[config.mk]
export PLATFORM = sky130hd
export DESIGN_NAME = srt_compare
export DESIGN_NICKNAME = d
export VERILOG_FILES = /design/src/sv/sorted_record_table_core_macros.svh /design/src/sv/srt_pkg.sv /design/src/sv/srt_compare.sv
export SDC_FILE = /design/constraint.sdc
export NUM_CORES = 1
export LEC_CHECK = 0
export ABC_AREA = 1
export BUFFER_PORTS_ARGS = -buffer_cell sky130_fd_sc_hd__buf_2
export CAP_MARGIN = 5
export CELL_PAD_IN_SITES_DETAIL_PLACEMENT = 0
export CELL_PAD_IN_SITES_GLOBAL_PLACEMENT = 2
export CORE_AREA = 4 4 210 212
export DETAILED_ROUTE_END_ITERATION = 8
export DIE_AREA = 0 0 214 216
export PLACE_DENSITY = 0.64
export SLEW_MARGIN = 15
export SYNTH_ARGS = -nofsm -noshare
export SYNTH_HDL_FRONTEND = slang
export SYNTH_SLANG_ARGS = --single-unit
[constraint.sdc]
create_clock -name vclk -period 1.57
set_clock_uncertainty 0.2 [all_clocks]
set_input_delay 0.157 -clock vclk [all_inputs]
set_output_delay 0.157 -clock vclk [all_outputs]
set_load 0.02 [all_outputs]
[src/sv/sorted_record_table_core_macros.svh]
// Assertion macros for the sorted record table
`ifndef SORTED_RECORD_TABLE_CORE_MACROS_SVH
`define SORTED_RECORD_TABLE_CORE_MACROS_SVH

// Implication checked on every rising clock edge outside reset
`define SRT_ASSERT_IMPL(label, ante, cons, msg) \
    label: assert property (@(posedge clk) disable iff (!rst_n) (ante) |-> (cons)) \
        else $error(msg);

// Next-cycle implication checked outside reset
`define SRT_ASSERT_NEXT(label, ante, cons, msg) \
    label: assert property (@(posedge clk) disable iff (!rst_n) (ante) |=> (cons)) \
        else $error(msg);

`endif

[src/sv/srt_pkg.sv]
package srt_pkg;

    localparam int Capacity   = 16;
    localparam int NameBytes  = 30;
    localparam int IdxW       = $clog2(Capacity);
    localparam int CntW       = $clog2(Capacity + 1);
    localparam int NameW      = 256;

    typedef enum logic [2:0] {
        ACT_COUNT   = 3'd0,
        ACT_INSERT  = 3'd1,
        ACT_REM_TL  = 3'd2,
        ACT_REM_NM  = 3'd3,
        ACT_READ    = 3'd4,
        ACT_FIND    = 3'd5
    } action_t;

    typedef enum logic [2:0] {
        ST_OK       = 3'd0,
        ST_EMPTY    = 3'd1,
        ST_FULL     = 3'd2,
        ST_NOTFOUND = 3'd3,
        ST_BADPOS   = 3'd4
    } status_t;

    typedef logic [NameW-1:0] name_t;

    // Shared compare unit request and answer
    typedef struct packed {
        logic [15:0] store_key;
        logic [15:0] item_key;
        name_t       store_name;
        name_t       item_name;
    } cmp_req_t;

    typedef struct packed {
        logic key_less;
        logic name_eq;
    } cmp_rsp_t;

    // Zero every byte from the first zero byte or the byte limit onwards
    function automatic name_t canon_name(input name_t src);
        name_t dst;
        logic  ended;
        dst   = '0;
        ended = 1'b0;
        for (int b = 0; b < 32; b++)
        begin
            if (b >= NameBytes || src[8*b +: 8] == 8'h00)
                ended = 1'b1;
            if (!ended)
                dst[8*b +: 8] = src[8*b +: 8];
        end
        return dst;
    endfunction

endpackage

[src/sv/srt_compare.sv]
module srt_compare
    import srt_pkg::*;
(
    input  cmp_req_t req,
    output cmp_rsp_t rsp
);

    assign rsp.key_less = req.store_key < req.item_key;
    assign rsp.name_eq  = req.store_name == req.item_name;

endmodule

==> impl_metrics.sql, run 1 <==
INSERT INTO impl_metrics (metric_group, metric, value, unit) VALUES
('run_status', 'result_of_the_run', 'complete, but fails checks', ''),
('run_status', 'failed_checks', 'setup timing', ''),
('logic_synthesis', 'yosys.cell_types.count', '15', ''),
('timing', 'postLayoutSetupSlackWorst', '-0.2091', 'ns'),
('timing', 'hold_ws', '0.6236', 'ns'),
('grt', 'gr-usage-all-layers', '0.09225', ''),
('route', 'drt_drc_violations_left', '0', ''),
('place', 'gp_routability_congestion', '0.8558', ''),
('final_layout', 'layout.cells.non_filler', '1819', ''),
('final_layout', 'number_of_clock_tree_buffers_in_the_layout', '0', ''),
('floorplan', 'std_cell_rows', '75', ''),
('critical_path', 'crit_path_cell_trace', 'buf_2 > xnor2_1 > nand2_1 > nor2_2 > nand2_1 > nor2_4 > nand2_1 > nor2_2 > nand2_2 > nor2_2 > buf_6', ''),
('critical_path', 'critical_path.endpoint_type', 'output port', ''),
('grt', 'grt_first_pass_wirelength', '33.80', 'mm'),
('pwr', 'max-vdd-ir-drop', '0.08395', 'mV'),
('timing', 'final-max-slew-violation-count', '0', ''),
('logic_synthesis', 'syn_nets', '1288', ''),
('critical_path', 'critical-path-max-stage-delay', '0.14', 'ns'),
('logic_synthesis', 'post_synth_xor_area_fraction', '0.4731', ''),
('grt', 'grt_start_max_net_pins', '4', ''),
('grt', 'antenna_found_initial', '3', ''),
('final_layout', 'final_common_cell', 'sky130_fd_sc_hd__buf_2', ''),
('pwr', 'power_frac_seq', '0', ''),
('critical_path', 'critical_path_required', '1.21', 'ns'),
('timing', 'timing_worst_slew_pin_value', '0.2402', 'ns'),
('route', 'initial_drc_count', '98', ''),
('pwr', 'intPower', '1.077', 'mW'),
('floorplan', 'chipHeight', '216', 'um'),
('final_layout', 'antenna-diode-count', '0', ''),
('logic_synthesis', 'postSynthCellCount', '729', ''),
('floorplan', 'num_io_pins', '546', ''),
('timing', 'hold_viol_final', '0', ''),
('logic_synthesis', 'post_synth_and_or_nand_nor_area_fraction', '0.3688', ''),
('floorplan', 'initial_utilization', '0.09488', ''),
('floorplan', 'core-area', '41950', 'um^2'),
('timing', 'timing.final.setup_violations', '1', ''),
('timing', 'max_freq', '0.5621', 'GHz'),
('route', 'detailroute.via_count', '5934', ''),
('logic_synthesis', 'synth.mux.area_fraction', '0', ''),
('final_layout', 'area_delta_synth_final', '94.75', '%'),
('timing', 'period_share', '1.133', ''),
('pwr', 'power.leakage', '4.094', 'nW'),
('place', 'post-place-cells', '1821', ''),
('place', 'dpl.hpwl', '22.48', 'mm'),
('logic_synthesis', 'yosys.area_share.adder', '0.04715', ''),
('route', 'post_drt_wl_per_cell', '12.75', 'um'),
('final_layout', 'sequential_cell_area', '0', 'um^2'),
('critical_path', 'type_of_origin_of_the_critical_path', 'input pin', ''),
('final_layout', 'utilization', '0.1848', ''),
('floorplan', 'die_area', '46220', 'um^2'),
('logic_synthesis', 'synth-compound-area-share', '0.01760', ''),
('logic_synthesis', 'seq_total_area_yosys', '0', ''),
('final_layout', 'drive_gt1_frac', '0.4703', ''),
('pwr', 'p_clk_frac', '0', ''),
('timing', 'timing.slew.headroom', '0.8387', ''),
('clock_tree', 'cts_hold_repair.buffers', '0', ''),
('floorplan', 'dieWidth', '214', 'um'),
('timing', 'final.min_clock_period', '1.779', 'ns'),
('route', 'detail_route.wirelength', '23.19', 'mm'),
('critical_path', 'cpMaxStageDelayCell', 'sky130_fd_sc_hd__xnor2_1', ''),
('pwr', 'fraction_of_power_spent_switching_nets', '0.4244', ''),
('grt', 'first_global_vias', '6443', ''),
('pwr', 'power_per_cell_area', '241.4', 'nW/um^2'),
('final_layout', 'nNetsFinal', '1841', ''),
('final_layout', 'mostFrequentLayoutCells', '539 x sky130_fd_sc_hd__buf_2, 292 x sky130_fd_sc_hd__nand2_1, 207 x sky130_fd_sc_hd__xnor2_1, 93 x sky130_fd_sc_hd__inv_1, 70 x sky130_fd_sc_hd__nor2_1', ''),
('timing', 'rsz0062_at_grt', 'yes', ''),
('final_layout', 'layout.sequential_cells', '0', ''),
('critical_path', 'setup.worst_path.class', 'input pin to output port', ''),
('route', 'avgViaCountPerCell', '3.262', ''),
('route', 'drt_pre_antenna_iters', '4', ''),
('worst_hold_path', 'timing.hold.worst.class', 'input pin to output port', '');
==> cell type report <==
type / instances / area (um^2)
fillers: 4943 / 34200
multi-input cells: 630 / 3882
repair buffers: 551 / 2818
well taps: 539 / 674.4
inverters: 99 / 376.6
==> metrics by stage <==
step	cell area, um^2	TNS, ns	total power, mW
final	7751	-0.2091	1.871
after global routing	7751	-0.4193	2.113
after CTS	7566	-0.4403	1.850
after detailed placement	7440	-1.026	1.804
after global placement	7440	-1.034	1.795
after floorplan	3980	0	0.8242
==> Yosys cell counts <==
| master | count | area share |
|---|---|---|
| sky130_fd_sc_hd__nand4_1 | 2 | 0.0031 |
| sky130_fd_sc_hd__o21a_1 | 1 | 0.0019 |
| sky130_fd_sc_hd__a31oi_1 | 1 | 0.0016 |
| sky130_fd_sc_hd__nand3_1 | 1 | 0.0013 |
| sky130_fd_sc_hd__nand2_1 | 298 | 0.28 |
| sky130_fd_sc_hd__inv_1 | 99 | 0.093 |
| sky130_fd_sc_hd__o221ai_1 | 1 | 0.0022 |
| sky130_fd_sc_hd__nor3_1 | 1 | 0.0013 |
| sky130_fd_sc_hd__o21ai_0 | 1 | 0.0013 |
| sky130_fd_sc_hd__xnor2_1 | 215 | 0.47 |
| sky130_fd_sc_hd__nor2_1 | 85 | 0.080 |
| sky130_fd_sc_hd__a21o_1 | 1 | 0.0019 |
| sky130_fd_sc_hd__a21oi_1 | 7 | 0.0088 |
| sky130_fd_sc_hd__ha_1 | 15 | 0.047 |
| sky130_fd_sc_hd__nand3b_1 | 1 | 0.0019 |
==> critical path, delay by kind of cell <==
family                 cells  cell delay [ns]
AND/OR/NAND/NOR            8             0.85
buffers and inverters      2             0.25
XOR/XNOR                   1             0.14
==> metal layers <==
metal | up-vias | global-route usage | routed length, um
li1 | 3228 | - | -
met1 | 2374 | 0.08773 | 7749
met2 | 316 | 0.2020 | 13240
met3 | 16 | 0.02152 | 1877
met4 | 0 | 0.009726 | 318
met5 | - | 0 | 0
==> worst paths after layout <==
| path | startpoint | to | cells after the start |
|---|---|---|---|
| max | req[19] | rsp[0] | 11 |
| min | req[543] | rsp[1] | 6 |
==> cell families (layout without fill, tap and decap cells) <==
kind of cell               count (synthesis)  count (layout)
xor gates and xnor gates                 215             215
and+or+nand+nor                          388             388
adders and majority gates                 15              15
AOI/OAI and AO/OA                         12              12
buffers and inverters                     99             650
==> power by group through the flow <==
stage	Sequential [mW]	Combinational, mW	Clock, mW
finish	0	1.87	0
global route	0	2.11	0
CTS	0	1.85	0
detailed placement	0	1.80	0
global placement	0	1.79	0
floorplan	0	0.824	0
==> what timing repair did <==
item                       in CTS  in global routing
resized for setup              31                 42
setup endpoints to repair       2                  2
hold endpoints to repair        0                  0
pin swaps                      17                 17
No activity file was read; power rests on OpenSTA's default activity.
==> inputs of run 2 (changes only) <==
- ABC_AREA: 1 -> unset
- CORE_AREA: 4 4 210 212 -> 4 4 208 210
- DIE_AREA: 0 0 214 216 -> 0 0 212 214
- PLACE_DENSITY: 0.64 -> 0.57
- SLEW_MARGIN: 15 -> 20
==> run 2 against run 1 <==
  * The flow still finishes with violations (setup timing)
  * Fmax decreased by 20%
  * Synthesized cell count decreased by 46%
  * Critical path depth decreased by 3
  * Critical path type unchanged
==> impl_metrics.sql, run 2 <==
INSERT INTO impl_metrics (metric_group, metric, value, unit) VALUES
('logic_synthesis', 'synth_area_leader_cell', 'sky130_fd_sc_hd__xnor2_1', ''),
('timing', 'hold_viol_final', '0', ''),
('run_status', 'failed_checks', 'setup timing', ''),
('route', 'met1Wirelength', '7.991', 'mm'),
('logic_synthesis', 'synth.top_cells.by_area', 'sky130_fd_sc_hd__xnor2_1 71%, sky130_fd_sc_hd__nand4_1 14%, sky130_fd_sc_hd__ha_1 5.9%', ''),
('logic_synthesis', 'postSynthCellCount', '391', ''),
('timing', 'period_share', '1.418', ''),
('place', 'post-place-cells', '1493', ''),
('timing', 'tns', '-0.7770', 'ns'),
('clock_tree', 'post-cts-setup-buffers', '0', ''),
('place', 'worst_slack_at_placement', '-0.9945', 'ns'),
('floorplan', 'die_area', '45370', 'um^2'),
('logic_synthesis', 'syn_nets', '950', ''),
('critical_path', 'type_of_origin_of_the_critical_path', 'input pin', ''),
('floorplan', 'initial_utilization', '0.07606', ''),
('route', 'detailroute.via_count', '4854', ''),
('final_layout', 'number_of_clock_tree_buffers_in_the_layout', '0', ''),
('final_layout', 'sequential_cell_area', '0', 'um^2'),
('route', 'drt_drc_violations_left', '0', ''),
('pwr', 'max-vdd-ir-drop', '0.09314', 'mV'),
('route', 'routed.top_layer', 'met4', ''),
('floorplan', 'core-area', '41570', 'um^2'),
('pwr', 'fraction_of_power_spent_switching_nets', '0.3967', ''),
('final_layout', 'layout.cells.non_filler', '1493', ''),
('pwr', 'power', '1.788', 'mW'),
('grt', 'grt_start_max_net_pins', '3', ''),
('worst_hold_path', 'timing.hold.worst.class', 'input pin to output port', ''),
('final_layout', 'design_area', '7094', 'um^2'),
('final_layout', 'nNetsFinal', '1515', ''),
('timing', 'rsz0062_at_grt', 'yes', ''),
('timing', 'postLayoutSetupSlackWorst', '-0.6557', 'ns'),
('route', 'avgViaCountPerCell', '3.251', ''),
('critical_path', 'worst-endpoint-arrival', '1.87', 'ns'),
('route', 'antenna_violating_nets_post_route', '0', ''),
('pwr', 'p_clk_frac', '0', ''),
('logic_synthesis', 'synth_largest_type_area_fraction', '0.7091', ''),
('logic_synthesis', 'synthTopCellsByCount', '256 x sky130_fd_sc_hd__xnor2_1, 71 x sky130_fd_sc_hd__nand4_1, 15 x sky130_fd_sc_hd__ha_1, 15 x sky130_fd_sc_hd__inv_1, 15 x sky130_fd_sc_hd__nor4_1', ''),
('timing', 'timing.final.setup_violations', '2', ''),
('floorplan', 'num_io_pins', '546', ''),
('final_layout', 'antenna-diode-count', '0', ''),
('route', 'drt_pre_antenna_iters', '4', ''),
('final_layout', 'fillCellCount', '4815', ''),
('final_layout', 'multiInputGateArea', '3422', 'um^2'),
('place', 'place_area', '6789', 'um^2'),
('grt', 'gr-usage-all-layers', '0.08617', ''),
('logic_synthesis', 'synth.most_common_cell', 'sky130_fd_sc_hd__xnor2_1', ''),
('critical_path', 'setup.worst_path.class', 'input pin to output port', ''),
('pwr', 'net-switching-power', '709.4', 'uW'),
('timing', 'final-max-slew-violation-count', '0', ''),
('pwr', 'combinationalPowerShare', '1.000', ''),
('route', 'post_drt_wl_per_cell', '14.61', 'um'),
('critical_path', 'critical_path_required', '1.21', 'ns'),
('floorplan', 'chipHeight', '214', 'um'),
('final_layout', 'final_common_cell', 'sky130_fd_sc_hd__buf_2', ''),
('critical_path', 'critical_path.endpoint_type', 'output port', ''),
('timing', 'max_freq', '0.4493', 'GHz'),
('floorplan', 'std_cell_rows', '75', ''),
('route', 'met2RoutedLength', '11.88', 'mm'),
('pwr', 'power.leakage', '3.248', 'nW'),
('grt', 'grt_first_pass_wirelength', '29.79', 'mm'),
('logic_synthesis', 'mapped_area', '3162', 'um^2'),
('final_layout', 'utilization', '0.1707', ''),
('place', 'buffer_ports.inserted', '546', ''),
('final_layout', 'area_delta_synth_final', '124.4', '%'),
('route', 'route.met3.wl', '1.747', 'mm'),
('run_status', 'result_of_the_run', 'complete, but fails checks', ''),
('logic_synthesis', 'syn-mean-instance-area', '8.086', 'um^2'),
('critical_path', 'worst-path-max-fanout', '1', ''),
('timing', 'timing.slew.headroom', '0.7385', ''),
('timing', 'hold_ws', '0.5898', 'ns'),
('pwr', 'power_frac_seq', '0', ''),
('logic_synthesis', 'yosys.cell_types.count', '12', ''),
('grt', 'antenna_found_initial', '0', ''),
('logic_synthesis', 'seq_total_area_yosys', '0', ''),
('final_layout', 'mostFrequentLayoutCells', '534 x sky130_fd_sc_hd__buf_2, 239 x sky130_fd_sc_hd__xnor2_1, 71 x sky130_fd_sc_hd__nand4_1, 17 x sky130_fd_sc_hd__buf_4, 13 x sky130_fd_sc_hd__xnor2_2', ''),
('floorplan', 'dieWidth', '212', 'um'),
('timing', 'final.min_clock_period', '2.226', 'ns'),
('pwr', 'intPower', '1.079', 'mW'),
('grt', 'first_global_vias', '5278', ''),
('final_layout', 'drive_gt1_frac', '0.6321', ''),
('place', 'dpl.hpwl', '21.08', 'mm'),
('pwr', 'power_per_cell_area', '252.1', 'nW/um^2'),
('timing', 'timing_worst_slew_pin_value', '0.3912', 'ns'),
('job', 'maxCapViolations', '0', ''),
('route', 'initial_drc_count', '99', ''),
('grt', 'gr-total-overflow', '0', ''),
('logic_synthesis', 'total_of_warnings_raised_by_yosys', '0', ''),
('final_layout', 'layout.sequential_cells', '0', ''),
('route', 'detail_route.wirelength', '21.81', 'mm'),
('place', 'gp_routability_congestion', '0.8853', '');
run 2: cell types whose count changed after synthesis, moves of 3 or more:
cell | previous run | this run
sky130_fd_sc_hd__nor4_1 | 0 | 15
sky130_fd_sc_hd__nand4_1 | 2 | 71
sky130_fd_sc_hd__inv_1 | 99 | 15
sky130_fd_sc_hd__nor2_1 | 85 | 1
sky130_fd_sc_hd__xnor2_1 | 215 | 256
sky130_fd_sc_hd__a21o_1 | 1 | 9
sky130_fd_sc_hd__nand2_1 | 298 | 0
sky130_fd_sc_hd__a21oi_1 | 7 | 4
run 2: logic make-up (layout without fill, tap and decap cells):
| kind of cell | after synthesis | count (layout) | synth area share |
|---|---|---|---|
| and+or+nand+nor | 91 | 91 | 0.1832 |
| adders and majority gates | 15 | 15 | 0.05936 |
| xor gates and xnor gates | 256 | 256 | 0.7091 |
| AOI/OAI and AO/OA | 14 | 14 | 0.03047 |
| buffers and inverters | 15 | 578 | 0.01781 |
run 2: per-layer routing:
metal / GRT usage / vias to the layer above
met5: 0 / -
li1: - / 2492
met4: 0.007997 / 0
met2: 0.1755 / 275
met3: 0.01333 / 10
met1: 0.09504 / 2077
run 2: worst max-delay path, stage by stage:
cell and delay [ns]:
sky130_fd_sc_hd__buf_8 0.10, sky130_fd_sc_hd__xnor2_4 0.18, sky130_fd_sc_hd__nand4_1 0.35, sky130_fd_sc_hd__nor4_2 0.29, sky130_fd_sc_hd__nand4_1 0.26, sky130_fd_sc_hd__buf_4 0.23
sky130_fd_sc_hd__nor4_4 0.14, sky130_fd_sc_hd__buf_6 0.16
run 2: timing repair:
item | 4_1_cts | 5_1_grt
endpoints found under the setup margin | 2 | 2
gates cloned | 0 | 0
gates resized for setup | 25 | 22
hold buffers | 0 | 0
pin swaps | 7 | 6
run 2: power groups by stage:
stage          Clock, mW  Combinational [mW]  Sequential (mW)
2_1_floorplan          0               0.717                0
3_3_place_gp           0                1.71                0
3_5_place_dp           0                1.72                0
4_1_cts                0                1.78                0
5_1_grt                0                1.96                0
6_report               0                1.79                0
run 2: final timing paths:
| path | startpoint | endpoint | slack [ns] | cells after the start |
|---|---|---|---|---|
| max | req[137] | rsp[0] | -0.66 | 8 |
| min | req[543] | rsp[1] | 0.59 | 6 |
run 2: layout make-up:
type	count	share of cell area
multi-input combinational	376	0.4824
timing repair buffer	563	0.4143
inverter	15	0.008289
tap	539	0.09506
